**src/design/lgge_pkg.sv**
```systemverilog
`default_nettype none

package lgge_pkg;

  localparam int COORD_W  = 6;
  localparam int OFFSET_W = 32;
  localparam int RULE_W   = 18;
  localparam int RULE_IDX_W = 5;
  localparam logic [RULE_W-1:0] RULE_RESET = 18'd6152;
  localparam logic [RULE_IDX_W-1:0] SURVIVE_BASE = 5'd9;

  typedef enum logic [2:0] {
    REQ_CLEAR      = 3'd0,
    REQ_WRITE_NEXT = 3'd1,
    REQ_READ_SHOWN = 3'd2,
    REQ_READ_NEXT  = 3'd3,
    REQ_STEP       = 3'd4,
    REQ_SWAP       = 3'd5,
    REQ_EMPTY      = 3'd6,
    REQ_LIST       = 3'd7
  } req_t;

  typedef enum logic [3:0] {
    ST_IDLE,
    ST_CLEAR,
    ST_SWAP,
    ST_RD,
    ST_MODIFY,
    ST_RESP,
    ST_SCAN0,
    ST_SCAN1,
    ST_CELL,
    ST_LIST_END
  } state_t;

  typedef struct packed {
    logic               load;
    logic               clear;
    logic               swap;
    logic               rd_en;
    logic               rd_next;
    logic               rd_cell;
    logic [COORD_W-1:0] rd_row;
    logic               wr_cell;
    logic               scan_init;
    logic               scan_cell;
    logic               row_end;
    logic               list_mode;
    logic [COORD_W-1:0] x;
    logic [COORD_W-1:0] y;
    logic               emit_resp;
    logic               emit_list_end;
  } cmd_t;

endpackage

`default_nettype wire

```
**src/design/lgge_plane.sv**
```systemverilog
`default_nettype none

module lgge_plane #(
  parameter int GRID_SIZE = 6
) (
  input  wire logic                        clk,
  input  wire logic                        rst,
  input  wire logic                        clear,
  input  wire logic                        rd_en,
  input  wire logic [lgge_pkg::COORD_W-1:0] rd_row,
  output logic [GRID_SIZE-1:0]             rd_data,
  input  wire logic                        wr_en,
  input  wire logic [lgge_pkg::COORD_W-1:0] wr_row,
  input  wire logic [GRID_SIZE-1:0]        wr_data,
  output logic                             nonzero
);

  localparam int RW = $clog2(GRID_SIZE);

  logic [GRID_SIZE-1:0] mem [GRID_SIZE];
  logic [GRID_SIZE-1:0] valid;
  logic [GRID_SIZE-1:0] nz;
  logic [GRID_SIZE-1:0] q;
  logic                 q_ok;
  logic                 rd_in;
  logic                 wr_in;
  logic [RW-1:0]        ridx;
  logic [RW-1:0]        widx;

  assign rd_in = rd_row < lgge_pkg::COORD_W'(GRID_SIZE);
  assign wr_in = wr_row < lgge_pkg::COORD_W'(GRID_SIZE);
  assign ridx  = rd_in ? rd_row[RW-1:0] : '0;
  assign widx  = wr_in ? wr_row[RW-1:0] : '0;

  always_ff @(posedge clk) begin
    if (wr_en && wr_in) begin
      mem[widx] <= wr_data;
    end
    if (rd_en) begin
      q <= mem[ridx];
    end
  end

  always_ff @(posedge clk) begin
    if (rst || clear) begin
      valid <= '0;
      nz    <= '0;
    end else if (wr_en && wr_in) begin
      valid[widx] <= 1'b1;
      nz[widx]    <= |wr_data;
    end
  end

  always_ff @(posedge clk) begin
    if (rst) begin
      q_ok <= 1'b0;
    end else if (rd_en) begin
      q_ok <= rd_in && valid[ridx];
    end
  end

  assign rd_data = q_ok ? q : '0;
  assign nonzero = |nz;

endmodule

`default_nettype wire

```
**src/design/lgge_ctrl.sv**
```systemverilog
`default_nettype none

module lgge_ctrl #(
  parameter int GRID_SIZE = 6
) (
  input  wire logic                 clk,
  input  wire logic                 rst,
  input  wire logic                 start,
  input  wire logic [2:0]           req_type,
  output logic                      busy,
  output lgge_pkg::cmd_t            cmd
);

  localparam int CW = $clog2(GRID_SIZE);
  localparam logic [CW-1:0] LAST_IDX = CW'(GRID_SIZE - 1);

  lgge_pkg::state_t state, state_next;
  logic [CW-1:0]    x, x_next;
  logic [CW-1:0]    y, y_next;
  logic             is_list, is_list_next;
  logic             is_write, is_write_next;
  logic             rd_next, rd_next_next;
  lgge_pkg::req_t   req;

  assign req  = lgge_pkg::req_t'(req_type);
  assign busy = state != lgge_pkg::ST_IDLE;

  always_ff @(posedge clk) begin
    if (rst) begin
      state    <= lgge_pkg::ST_IDLE;
      x        <= '0;
      y        <= '0;
      is_list  <= 1'b0;
      is_write <= 1'b0;
      rd_next  <= 1'b0;
    end else begin
      state    <= state_next;
      x        <= x_next;
      y        <= y_next;
      is_list  <= is_list_next;
      is_write <= is_write_next;
      rd_next  <= rd_next_next;
    end
  end

  always_comb begin
    state_next    = state;
    x_next        = x;
    y_next        = y;
    is_list_next  = is_list;
    is_write_next = is_write;
    rd_next_next  = rd_next;
    cmd           = '0;
    cmd.x         = lgge_pkg::COORD_W'(x);
    cmd.y         = lgge_pkg::COORD_W'(y);
    cmd.list_mode = is_list;
    unique case (state)
      lgge_pkg::ST_IDLE: begin
        if (start) begin
          cmd.load      = 1'b1;
          is_list_next  = req == lgge_pkg::REQ_LIST;
          is_write_next = req == lgge_pkg::REQ_WRITE_NEXT;
          rd_next_next  = req != lgge_pkg::REQ_READ_SHOWN;
          unique case (req)
            lgge_pkg::REQ_CLEAR:      state_next = lgge_pkg::ST_CLEAR;
            lgge_pkg::REQ_WRITE_NEXT,
            lgge_pkg::REQ_READ_SHOWN,
            lgge_pkg::REQ_READ_NEXT:  state_next = lgge_pkg::ST_RD;
            lgge_pkg::REQ_STEP,
            lgge_pkg::REQ_LIST:       state_next = lgge_pkg::ST_SCAN0;
            lgge_pkg::REQ_SWAP:       state_next = lgge_pkg::ST_SWAP;
            lgge_pkg::REQ_EMPTY:      state_next = lgge_pkg::ST_RESP;
            default:                  state_next = lgge_pkg::ST_RESP;
          endcase
        end
      end
      lgge_pkg::ST_CLEAR: begin
        cmd.clear  = 1'b1;
        state_next = lgge_pkg::ST_RESP;
      end
      lgge_pkg::ST_SWAP: begin
        cmd.swap   = 1'b1;
        state_next = lgge_pkg::ST_RESP;
      end
      lgge_pkg::ST_RD: begin
        cmd.rd_en   = 1'b1;
        cmd.rd_next = rd_next;
        cmd.rd_cell = 1'b1;
        state_next  = is_write ? lgge_pkg::ST_MODIFY : lgge_pkg::ST_RESP;
      end
      lgge_pkg::ST_MODIFY: begin
        cmd.wr_cell = 1'b1;
        state_next  = lgge_pkg::ST_RESP;
      end
      lgge_pkg::ST_RESP: begin
        cmd.emit_resp = 1'b1;
        state_next    = lgge_pkg::ST_IDLE;
      end
      lgge_pkg::ST_SCAN0: begin
        cmd.rd_en  = 1'b1;
        cmd.rd_row = '0;
        x_next     = '0;
        y_next     = '0;
        state_next = lgge_pkg::ST_SCAN1;
      end
      lgge_pkg::ST_SCAN1: begin
        cmd.scan_init = 1'b1;
        cmd.rd_en     = 1'b1;
        cmd.rd_row    = lgge_pkg::COORD_W'(1);
        state_next    = lgge_pkg::ST_CELL;
      end
      lgge_pkg::ST_CELL: begin
        cmd.scan_cell = 1'b1;
        if (x == LAST_IDX) begin
          // row done: shift window and prefetch the row two below
          cmd.row_end = 1'b1;
          cmd.rd_en   = 1'b1;
          cmd.rd_row  = lgge_pkg::COORD_W'(y) + lgge_pkg::COORD_W'(2);
          x_next      = '0;
          y_next      = y + CW'(1);
          if (y == LAST_IDX) begin
            state_next = is_list ? lgge_pkg::ST_LIST_END : lgge_pkg::ST_RESP;
          end
        end else begin
          x_next = x + CW'(1);
        end
      end
      lgge_pkg::ST_LIST_END: begin
        cmd.emit_list_end = 1'b1;
        state_next        = lgge_pkg::ST_IDLE;
      end
      default: begin
        state_next = lgge_pkg::ST_IDLE;
      end
    endcase
  end

endmodule

`default_nettype wire

```
**src/design/lgge_datapath.sv**
```systemverilog
`default_nettype none

module lgge_datapath #(
  parameter int GRID_SIZE = 6
) (
  input  wire logic                          clk,
  input  wire logic                          rst,
  input  wire lgge_pkg::cmd_t                cmd,
  input  wire logic [2:0]                    req_type,
  input  wire logic [lgge_pkg::COORD_W-1:0]  cell_x,
  input  wire logic [lgge_pkg::COORD_W-1:0]  cell_y,
  input  wire logic                          write_bit,
  input  wire logic [lgge_pkg::OFFSET_W-1:0] offset_x,
  input  wire logic [lgge_pkg::OFFSET_W-1:0] offset_y,
  input  wire logic                          cfg_write,
  input  wire logic [lgge_pkg::RULE_W-1:0]   cfg_data,
  output logic                               result_valid,
  output logic                               read_bit,
  output logic                               board_empty,
  output logic                               found,
  output logic [lgge_pkg::OFFSET_W-1:0]      live_x,
  output logic [lgge_pkg::OFFSET_W-1:0]      live_y,
  output logic                               last
);

  localparam int CW = $clog2(GRID_SIZE);
  localparam int PW = GRID_SIZE + 2;

  logic [lgge_pkg::RULE_W-1:0]   rule;
  logic                          shown;
  lgge_pkg::req_t                req;
  logic [lgge_pkg::COORD_W-1:0]  cx;
  logic [lgge_pkg::COORD_W-1:0]  cy;
  logic                          wb;
  logic [lgge_pkg::OFFSET_W-1:0] ox;
  logic [lgge_pkg::OFFSET_W-1:0] oy;

  logic [GRID_SIZE-1:0] above;
  logic [GRID_SIZE-1:0] mid;
  logic [GRID_SIZE-1:0] new_row;
  logic [GRID_SIZE-1:0] rd_q;
  logic [GRID_SIZE-1:0] q0;
  logic [GRID_SIZE-1:0] q1;
  logic                 rd_sel;
  logic                 nz0;
  logic                 nz1;

  logic                          pend_v;
  logic [lgge_pkg::OFFSET_W-1:0] pend_x;
  logic [lgge_pkg::OFFSET_W-1:0] pend_y;

  logic                          rd_plane;
  logic [lgge_pkg::COORD_W-1:0]  rd_row;
  logic                          cell_in;
  logic [CW-1:0]                 cxi;
  logic [CW-1:0]                 xi;
  logic [PW-1:0]                 pa;
  logic [PW-1:0]                 pm;
  logic [PW-1:0]                 pb;
  logic [2:0]                    na;
  logic [2:0]                    nm;
  logic [2:0]                    nb;
  logic [3:0]                    cnt;
  logic [lgge_pkg::RULE_IDX_W-1:0] ridx;
  logic                          nbit;
  logic [GRID_SIZE-1:0]          step_row;
  logic [GRID_SIZE-1:0]          cell_row;
  logic                          wr_en;
  logic [lgge_pkg::COORD_W-1:0]  wr_row;
  logic [GRID_SIZE-1:0]          wr_data;
  logic                          live;
  logic                          empty;
  logic [lgge_pkg::OFFSET_W-1:0] cur_x;
  logic [lgge_pkg::OFFSET_W-1:0] cur_y;

  assign rd_plane = cmd.rd_next ? ~shown : shown;
  assign rd_row   = cmd.rd_cell ? cy : cmd.rd_row;
  assign rd_q     = rd_sel ? q1 : q0;
  assign cell_in  = (cx < lgge_pkg::COORD_W'(GRID_SIZE)) &&
                    (cy < lgge_pkg::COORD_W'(GRID_SIZE));
  assign cxi      = cell_in ? cx[CW-1:0] : '0;
  assign xi       = cmd.x[CW-1:0];
  assign empty    = ~(nz0 | nz1);

  // neighbour count for the cell at xi of the middle row
  assign pa = {1'b0, above, 1'b0};
  assign pm = {1'b0, mid, 1'b0};
  assign pb = {1'b0, rd_q, 1'b0};
  assign na = pa[xi +: 3];
  assign nm = pm[xi +: 3];
  assign nb = pb[xi +: 3];
  assign cnt = {3'b0, na[0]} + {3'b0, na[1]} + {3'b0, na[2]} + {3'b0, nm[0]} +
               {3'b0, nm[2]} + {3'b0, nb[0]} + {3'b0, nb[1]} + {3'b0, nb[2]};
  assign ridx = nm[1] ? lgge_pkg::SURVIVE_BASE + {1'b0, cnt} : {1'b0, cnt};
  assign nbit = rule[ridx];
  assign live = nm[1];

  assign cur_x = lgge_pkg::OFFSET_W'(cmd.x) + ox;
  assign cur_y = lgge_pkg::OFFSET_W'(cmd.y) + oy;

  always_comb begin
    step_row      = new_row;
    step_row[xi]  = nbit;
    cell_row      = rd_q;
    cell_row[cxi] = wb;
  end

  assign wr_en   = (cmd.wr_cell && cell_in) || (cmd.row_end && !cmd.list_mode);
  assign wr_row  = cmd.wr_cell ? cy : cmd.y;
  assign wr_data = cmd.wr_cell ? cell_row : step_row;

  lgge_plane #(.GRID_SIZE(GRID_SIZE)) u_plane0 (
    .clk     (clk),
    .rst     (rst),
    .clear   (cmd.clear),
    .rd_en   (cmd.rd_en && !rd_plane),
    .rd_row  (rd_row),
    .rd_data (q0),
    .wr_en   (wr_en && shown),
    .wr_row  (wr_row),
    .wr_data (wr_data),
    .nonzero (nz0)
  );

  lgge_plane #(.GRID_SIZE(GRID_SIZE)) u_plane1 (
    .clk     (clk),
    .rst     (rst),
    .clear   (cmd.clear),
    .rd_en   (cmd.rd_en && rd_plane),
    .rd_row  (rd_row),
    .rd_data (q1),
    .wr_en   (wr_en && !shown),
    .wr_row  (wr_row),
    .wr_data (wr_data),
    .nonzero (nz1)
  );

  always_ff @(posedge clk) begin
    if (rst) begin
      rule   <= lgge_pkg::RULE_RESET;
      shown  <= 1'b0;
      rd_sel <= 1'b0;
      pend_v <= 1'b0;
      req    <= lgge_pkg::REQ_CLEAR;
    end else begin
      if (cfg_write) begin
        rule <= cfg_data;
      end
      if (cmd.clear) begin
        shown <= 1'b0;
      end else if (cmd.swap) begin
        shown <= ~shown;
      end
      if (cmd.rd_en) begin
        rd_sel <= rd_plane;
      end
      if (cmd.load) begin
        req <= lgge_pkg::req_t'(req_type);
      end
      if (cmd.scan_init) begin
        pend_v <= 1'b0;
      end else if (cmd.scan_cell && cmd.list_mode && live) begin
        pend_v <= 1'b1;
      end
    end
  end

  always_ff @(posedge clk) begin
    if (cmd.load) begin
      cx <= cell_x;
      cy <= cell_y;
      wb <= write_bit;
      ox <= offset_x;
      oy <= offset_y;
    end
    if (cmd.scan_init) begin
      above <= '0;
      mid   <= rd_q;
    end else if (cmd.row_end) begin
      above <= mid;
      mid   <= rd_q;
    end
    if (cmd.scan_cell) begin
      new_row[xi] <= nbit;
    end
    if (cmd.scan_cell && cmd.list_mode && live) begin
      pend_x <= cur_x;
      pend_y <= cur_y;
    end
  end

  // result word register
  always_ff @(posedge clk) begin
    if (rst) begin
      result_valid <= 1'b0;
    end else begin
      result_valid <= cmd.emit_resp || cmd.emit_list_end ||
                      (cmd.scan_cell && cmd.list_mode && live && pend_v);
    end
  end

  always_ff @(posedge clk) begin
    board_empty <= empty;
    if (cmd.emit_resp) begin
      read_bit <= (req == lgge_pkg::REQ_READ_SHOWN || req == lgge_pkg::REQ_READ_NEXT) &&
                  cell_in && rd_q[cxi];
      found    <= 1'b0;
      live_x   <= '0;
      live_y   <= '0;
      last     <= 1'b1;
    end else if (cmd.emit_list_end) begin
      read_bit <= 1'b0;
      found    <= pend_v;
      live_x   <= pend_v ? pend_x : '0;
      live_y   <= pend_v ? pend_y : '0;
      last     <= 1'b1;
    end else begin
      read_bit <= 1'b0;
      found    <= 1'b1;
      live_x   <= pend_x;
      live_y   <= pend_y;
      last     <= 1'b0;
    end
  end

endmodule

`default_nettype wire

```
**src/design/life_grid_generation_engine_top.sv**
```systemverilog
// Life grid generation engine: two GRID_SIZE x GRID_SIZE cell planes with a
// dead border, a shown plane and a next plane.
// Command channel: a word is taken at a clock edge where start is high and
// busy is low. req_type selects clear, write next, read shown, read next,
// step, swap, empty test or list.
// Config channel: cfg_data is written to the 18-bit rule table when cfg_valid
// and cfg_ready are both high; cfg_ready is high while no command is running.
// Results: each result word is on the result ports for one cycle with
// result_valid high; last marks the final word of a command. The receiver
// cannot stall, so no result is ever held back.
// Clear and swap pass their own state and then the response state; an empty
// test goes straight to it; reads pass a read state, writes a modify state too.
// Step and list scan one interior cell per cycle through the neighbour count
// unit; the final word is on the ports in the first cycle with busy low. List
// words stream out during the scan, each one delayed until the next live cell
// or the end of the scan is seen.
// Reset (rst, synchronous) empties both planes at once, shows plane 0 and
// loads the B3/S23 rule.
`default_nettype none

module life_grid_generation_engine_top #(
  parameter int GRID_SIZE = 6
) (
  input  wire logic                          clk,
  input  wire logic                          rst,
  input  wire logic                          start,
  output logic                               busy,
  input  wire logic [2:0]                    req_type,
  input  wire logic [lgge_pkg::COORD_W-1:0]  cell_x,
  input  wire logic [lgge_pkg::COORD_W-1:0]  cell_y,
  input  wire logic                          write_bit,
  input  wire logic [lgge_pkg::OFFSET_W-1:0] offset_x,
  input  wire logic [lgge_pkg::OFFSET_W-1:0] offset_y,
  input  wire logic                          cfg_valid,
  output logic                               cfg_ready,
  input  wire logic [lgge_pkg::RULE_W-1:0]   cfg_data,
  output logic                               result_valid,
  output logic                               read_bit,
  output logic                               board_empty,
  output logic                               found,
  output logic [lgge_pkg::OFFSET_W-1:0]      live_x,
  output logic [lgge_pkg::OFFSET_W-1:0]      live_y,
  output logic                               last
);

  lgge_pkg::cmd_t cmd;

  assign cfg_ready = ~busy;

  lgge_ctrl #(.GRID_SIZE(GRID_SIZE)) u_ctrl (
    .clk      (clk),
    .rst      (rst),
    .start    (start),
    .req_type (req_type),
    .busy     (busy),
    .cmd      (cmd)
  );

  lgge_datapath #(.GRID_SIZE(GRID_SIZE)) u_datapath (
    .clk          (clk),
    .rst          (rst),
    .cmd          (cmd),
    .req_type     (req_type),
    .cell_x       (cell_x),
    .cell_y       (cell_y),
    .write_bit    (write_bit),
    .offset_x     (offset_x),
    .offset_y     (offset_y),
    .cfg_write    (cfg_valid && cfg_ready),
    .cfg_data     (cfg_data),
    .result_valid (result_valid),
    .read_bit     (read_bit),
    .board_empty  (board_empty),
    .found        (found),
    .live_x       (live_x),
    .live_y       (live_y),
    .last         (last)
  );

endmodule

`default_nettype wire

```
**config.mk**
```make
export PLATFORM = sky130hd
export DESIGN_NAME = life_grid_generation_engine_top
export DESIGN_NICKNAME = d
export VERILOG_FILES = /design/src/design/lgge_pkg.sv /design/src/design/lgge_plane.sv /design/src/design/lgge_ctrl.sv /design/src/design/lgge_datapath.sv /design/src/design/life_grid_generation_engine_top.sv
export SDC_FILE = /design/constraint.sdc
export NUM_CORES = 1
export LEC_CHECK = 0
export ABC_CLOCK_PERIOD_IN_PS = 9360
export BUFFER_PORTS_ARGS = -buffer_cell sky130_fd_sc_hd__buf_2
export CAP_MARGIN = 15
export CORE_ASPECT_RATIO = 1.75
export CORE_MARGIN = 2
export CORE_UTILIZATION = 31
export DETAILED_ROUTE_END_ITERATION = 6
export SLEW_MARGIN = 20
export SYNTH_ARGS = -nofsm -noshare
export SYNTH_HDL_FRONTEND = slang
export SYNTH_SLANG_ARGS = --single-unit
```
**constraint.sdc**
```tcl
create_clock -name clk -period 9.36 [get_ports clk]
set_input_delay 0.468 -clock clk [delete_from_list [all_inputs] [get_ports clk]]
set_output_delay 0.468 -clock clk [all_outputs]
set_load 0.05 [all_outputs]
```
* Yosys cells after proc, flatten, opt, wreduce, memory -nomap -nowiden
Memories as Yosys holds them, arrays and structs flattened. A register that Yosys moved wholly into a read port is not among the register bits.
Index checks and enable logic that the tools add are counted.
** Word-level totals
- Bits in registers :: 291
- Latch bits :: 0
- RAM bits :: 72
- ROM bits :: 24
- Bits of input ports :: 102
- Output and inout port bits :: 71
- Word-level logic and storage cells :: 197
- Memories kept :: 3
** Memory list
- u_datapath.u_plane0.mem :: depth 6, width 6, read ports 1, clocked after memory_dff 1, wr ports 1, line lgge_plane.sv:20 : logic [GRID_SIZE-1:0] mem [GRID_SIZE];
- u_datapath.u_plane1.mem :: depth 6, width 6, read ports 1, clocked after memory_dff 1, wr ports 1, line lgge_plane.sv:20
- (name not given) :: depth 8, width 3, read ports 1, clocked after memory_dff 0, wr ports 0, line lgge_ctrl.sv:64 : unique case (req)
** Cells by class
- $add $sub $neg :: 13
- Multiply operators :: 0
- Div/mod/pow operators :: 0
- Order comparisons :: 12
- Equality and inequality tests :: 19
- Shifts and indexed selects :: 3
- Muxes and demuxes :: 65
- Bitwise gates (word level) :: 6
- Reductions and logical operators :: 42
** Operators by type and width (count)
- 32-bit two-way mux :: 4
- 3-bit by 32-bit adder with 32-bit output :: 2
- 6-bit two-way mux :: 9
- 4-bit by 1-bit adder with 4-bit output :: 6
- 6-bit bitwise mux :: 4
- 6-bit by 3-bit < comparator with 1-bit output, second input constant :: 4
- 1-bit two-way mux :: 24
- 4-bit one-hot mux with 6 select lines :: 1
- 8-bit by 4-bit variable part select with 3-bit output :: 3
- 1-bit logical AND :: 20
- 6-bit OR reduction :: 3
- 4-bit by 3-bit equality test with 1-bit output, second input constant :: 4
- 3-bit by 4-bit < comparator with 1-bit output, second input constant :: 4
- 4-bit two-way mux :: 4
- 3-bit two-way mux :: 5
- 6-bit bitwise OR :: 2
- 3-bit one-hot mux with 2 select lines :: 2
- 6-bit one-hot mux with 2 select lines :: 1
- 1-bit binary-select mux with 3-bit select :: 3
- 1-bit demux with 3-bit select :: 3
- 3-bit equality test, second input constant :: 3
- 3-bit by 1-bit >= comparator with 1-bit output, second input constant :: 3
- 4-bit by 2-bit equality test with 1-bit output, second input constant :: 2
- 4-bit equality test, second input constant :: 2
- other kinds (26) :: 42

* Depth between registers and ports, before layout
- Depth after elaboration :: 16
- Mapped depth :: 27
- Mapped depth without buffers :: 23

* Hierarchy
A second synthesis with hierarchy kept.
** Second synthesis, totals
- Cell total of the unflattened synthesis :: 1311
- Area, all modules :: 16158.0 sq um
** By module, submodules not included
- lgge_datapath :: instances 1, cells an instance 854, area each 10647.7 sq um, sequential area each 6556.3 sq um
- lgge_plane at u_datapath.u_plane1 :: instances 1, cells an instance 166, area each 2324.7 sq um, sequential area each 1521.5 sq um
- lgge_plane at u_datapath.u_plane0 :: instances 1, cells an instance 168, area each 2282.2 sq um, sequential area each 1521.5 sq um
- lgge_ctrl :: instances 1, cells an instance 121, area each 893.4 sq um, sequential area each 260.2 sq um
- life_grid_generation_engine_top :: instances 1, cells an instance 2, area each 10.0 sq um, sequential area each 0.0 sq um

* Least setup slack after synthesis
No wires, ideal clock.
- Path kind :: reg-to-reg
- From :: register u_ctrl.x[0]
- To :: register u_datapath.u_plane0.nz[3]
- Library setup time :: 149 ps
- Arrival :: 6511 ps
- Data required time :: 9211 ps
- Setup slack :: 2700 ps
- Stages on the path, launching flop included :: 27
- Buffers on the path :: 5
- Clock period less this slack :: 6660 ps
- Path through :: dfxtp_1 clkbuf_1 buf_1 mux4_2 nand2_1 o21ai_0 ha_1 inv_1 fa_1 fa_1 inv_1 fa_1 inv_1 fa_1 inv_1 ha_1 clkbuf_1 mux4_2 nand3_1 o2111ai_1 and2_1 o211a_1 buf_6 a21o_1 nor4_4 buf_6 a31oi_1
** On the way
- Word-level cells in the longest chain between the ends :: 16
- Elaborated cells on any way between the ends :: 30
- Those cells by class :: add/sub (8); order compare (2); eq/ne (1); shift (3); mux (10); reduce/logical (6)
** Ends and longest elaborated chain
- start, declared :: line lgge_ctrl.sv:18 : logic [CW-1:0] x, x_next;
- start signal, assigned :: line lgge_ctrl.sv:38 : x <= x_next;
- 8-bit by 4-bit variable part select with 3-bit output :: line lgge_datapath.sv:89 : assign na = pa[xi +: 3];
- 1-bit by 1-bit adder with 2-bit output :: line lgge_datapath.sv:92 : assign cnt = {3'b0, na[0]} + {3'b0, na[1]} + {3'b0, na[2]} + {3'b0, nm[0]} +
- 4-bit by 1-bit adder with 4-bit output (3 in a row) :: line lgge_datapath.sv:92
- 4-bit by 1-bit adder with 4-bit output (3 in a row) :: line lgge_datapath.sv:93 : {3'b0, nm[2]} + {3'b0, nb[0]} + {3'b0, nb[1]} + {3'b0, nb[2]};
- 4-bit by 4-bit adder with 5-bit output :: line lgge_datapath.sv:94 : assign ridx = nm[1] ? lgge_pkg::SURVIVE_BASE + {1'b0, cnt} : {1'b0, cnt};
- 5-bit two-way mux :: line lgge_datapath.sv:94
- 1-bit binary-select mux with 5-bit select :: line lgge_datapath.sv:95 : assign nbit = rule[ridx];
- 1-bit two-way mux (not written as such) :: line lgge_datapath.sv:95
- 6-bit bitwise mux (*) :: line lgge_datapath.sv:103 : step_row[xi] = nbit;
- 6-bit two-way mux (*) :: line lgge_datapath.sv:110 : assign wr_data = cmd.wr_cell ? cell_row : step_row;
- named net u_datapath.u_plane0.wr_data[3] :: line lgge_plane.sv:14 : input wire logic [GRID_SIZE-1:0] wr_data,
- 6-bit OR reduction (*) :: line lgge_plane.sv:50 : nz[widx] <= |wr_data;
- 6-bit bitwise mux (*) :: line lgge_plane.sv:50
- end signal, assigned by index :: line lgge_plane.sv:50
- end, declared :: line lgge_plane.sv:22 : logic [GRID_SIZE-1:0] nz;
The timed path passes the listed nets; every way through them passes the cells marked *. The select of a mux whose other input is x is not followed.
A chain may end at the register's enable or synchronous reset.

* Worst setup path after layout
- From :: register u_ctrl.x[0]
- To :: register u_datapath.u_plane0.nz[0]
The elaborated chain is that of the path after synthesis.

==> impl_results.md <==
* WL final at 35.8 mm
* Library cells used by synthesis at 73
* Worst r2r path cells at 21
* Post-synth top area share at 46.5%
* Overflow after GRT at 0
* R2R Path Start: u_ctrl.x[0]
* Clock buffer depth at 3
* Hold path start: cell_y[0]
* Syn_nets at 1334
* Drt wl/cell at 17.4 µm
* Met3 usage at 1.83%
* Critical Path RT at 9.73 ns
* Least-Margin Pin Slew at 1.09 ns
* Initial DRT Pass Iterations at 5
* Number of synthesized register bits at 374
* Power Density at 230 mW/mm²
* Met1 usage at 13.4%
* CTS HTree Levels at 2
* Worst hold path type: in -> reg
* TritonCTS Sinks at 374
* Grt met2 use at 27.6%
* Most frequent cell after synthesis: edfxtp_1
* Leak pwr at 6.72 nW
* Crit Path Class: reg -> reg
* ANT nets after route at 0
* CP Data Arrival Time at 8.01 ns
* Worst-path clk slew at 0.07 ns
* Clock Skew at 0.0301 ns
* Post-synth EDFFs at 237
* CTS tree: built
* Most instantiated cells after synthesis: edfxtp_1, dfxtp_1, nand2_1, and2_1, nor2_1
* Max Slew Vio Count at 0
* Final nets at 1497
* Seq/Total Area, Yosys at 64.4%
* Max-cap violations at 0
* Ports at 173
* GP Congestion at 0.839
* Post-cts sizing count at 0
* Die width at 172 µm
* Syn Inst Count at 1213
* Via density at 4.73
* Initial antenna violation count at 1
* Cell Count, Final, Fillers Out at 2060
* R2R setup slack at 1.72 ns
* Worst setup SP type: register
* GRT Max-Usage Layer: met2
* Die area at 0.0512 mm²
* Total Routing Usage GR at 13.8%
* Largest area contributor in the netlist: edfxtp_1
* CP Capture Type: register
* Largest net degree at the start of global routing at 66
* Post-CTS Hold Buffers at 0
* First-pass GRT wire length at 54.1 mm
* Clock Latency Late Sink at 0.55 ns
* Vias in the first global route at 9627
* Syn_area_per_cell at 12.6 µm²
* DRC viols at 0
* Synth top area cells: edfxtp_1, dfxtp_1, mux2i_1, nand2_1, and2_1
* Overall Power at 0.00413 W
* Synth warnings at 0
* Post-CTS setup buffer count at 0
* Most used DFF post-synth: edfxtp_1
* Synth async-reset ratio at 0%
* Layout cells sized above 1 at 20.4%
* Fmax achieved at 0.131 GHz
* Post-Syn Area at 0.0153 mm²
* I/O Buffers at 172
* Outcome: finished clean
* Worst-path fanout max at 27
* Crit share post-route at 81.6%
* DR vias at 9749
* Starting DRT DRC Count at 678
* # rows at 107
* Peak VDD IR at 150 µV
* CTS root buf: clkbuf_16
* # setup viols final at 0
* Fin. Hold Viols at 0
* Minimum clock period at 7.64 ns
* Core area at 0.0487 mm²
* Worst setup path startpoint: u_ctrl.x[0]
* R2r endpoint: u_datapath.u_plane0.nz[0]
* Critical path destination: u_datapath.u_plane0.nz[0]
* Die height at 298 µm
* HPWL after detailed placement at 26.0 mm
* Initial core utilization at 31.4%
* Final core occ at 36.9%
* RSZ-0062 raised after global routing: false
* Syn-to-layout area delta at 17.4%
* CTS Buf Count at 37
* Max transition margin at 27.5%
* Setup TNS at 0 ns
* Placed Instances at 1991
layer usage:
layer	share of wire [%]	routed length [µm]	vias to the layer above
li1	-	-	4709
met1	35	12400	4697
met2	57	20400	264
met3	3.7	1340	79
met4	4.8	1710	0
met5	0	0	-
critical path, cell delays in order (launching register included):
cell and delay, ns:
dfxtp_1 0.97, clkinv_1 0.52, a311oi_1 0.35, a21oi_1 0.08
ha_1 0.32, inv_1 0.05, fa_1 0.51, fa_1 0.55
inv_1 0.05, fa_1 0.43, inv_1 0.08, fa_1 0.52
inv_1 0.10, ha_1 0.31, mux4_2 0.54, nand3_1 0.10
o2111ai_1 0.15, and2_1 0.21, o211a_1 0.38, a31o_2 0.41
nor4_4 0.63, a31oi_1 0.17
cells by family after synthesis:
| kind of cell | Yosys count | share of synthesized area, % |
|---|---|---|
| compound gates | 187 | 7.79 |
| flops | 374 | 64.4 |
| fa+ha+maj | 19 | 1.85 |
| mux | 84 | 6.62 |
| simple gates | 398 | 13.1 |
| xor+xnor | 66 | 3.83 |
| buf+inv | 85 | 2.43 |
layout make-up:
| type | instances | area, µm² |
|---|---|---|
| multi-input combinational | 754 | 5090 |
| inverter | 32 | 121 |
| clock inverter | 20 | 180 |
| sequential | 374 | 9860 |
| antenna | 1 | 2.50 |
| clock buffer | 48 | 998 |
| tap | 654 | 818 |
| fill | 4770 | 30800 |
| timing repair buffer | 177 | 898 |
state kept, by name (all words and copies together) (netlist names), 18 cells and up:
signal / flops
u_datapath.pend_x: 32
u_datapath.pend_y: 32
u_datapath.live_x: 32
u_datapath.live_y: 32
u_datapath.oy: 32
u_datapath.ox: 32
u_datapath.rule: 18
u_datapath.u_plane0.mem: 36
u_datapath.u_plane1.mem: 36
per-stage QoR:
step | setup slack, ns | instance area (µm²) | hold WS [ns]
floorplan | 2.70 | 15300 | 0.420
global placement | 1.88 | 16800 | 0.424
detailed placement | 1.76 | 16800 | 0.424
CTS | 1.72 | 18000 | 0.0705
global route | 1.13 | 18000 | 0.0719
finish | 1.72 | 18000 | 0.0947
layout by cell type (no fill, tap or decap), types with 17 or more instances in the layout:
cell type,n
edfxtp_1,237
buf_2,172
dfxtp_1,137
nand2_1,132
and2_1,72
nor2_1,55
a21oi_1,52
mux2i_1,51
xnor2_1,47
o21ai_0,43
nand3_1,39
clkbuf_16,38
inv_1,27
mux2_2,20
nor3_1,19
xor2_1,18
and3_1,17
report_power, final:
group          internal (W)  switching [W]
Clock              0.000797       0.000647
Sequential          0.00195       0.000113
Combinational      0.000196       0.000430
how the worst min path moves through the flow:
stage                                 end  slack (ns)  depth (start not counted)
floorplan            u_datapath.live_x[0]        0.42                          1
global placement    u_datapath.live_y[29]        0.42                          1
detailed placement  u_datapath.live_x[24]        0.42                          1
CTS                     u_datapath.ox[17]        0.07                          1
global route            u_datapath.ox[17]        0.07                          1
finish                   u_datapath.cy[0]        0.09                          1
Note: power is estimated with default switching activity, not from simulation.
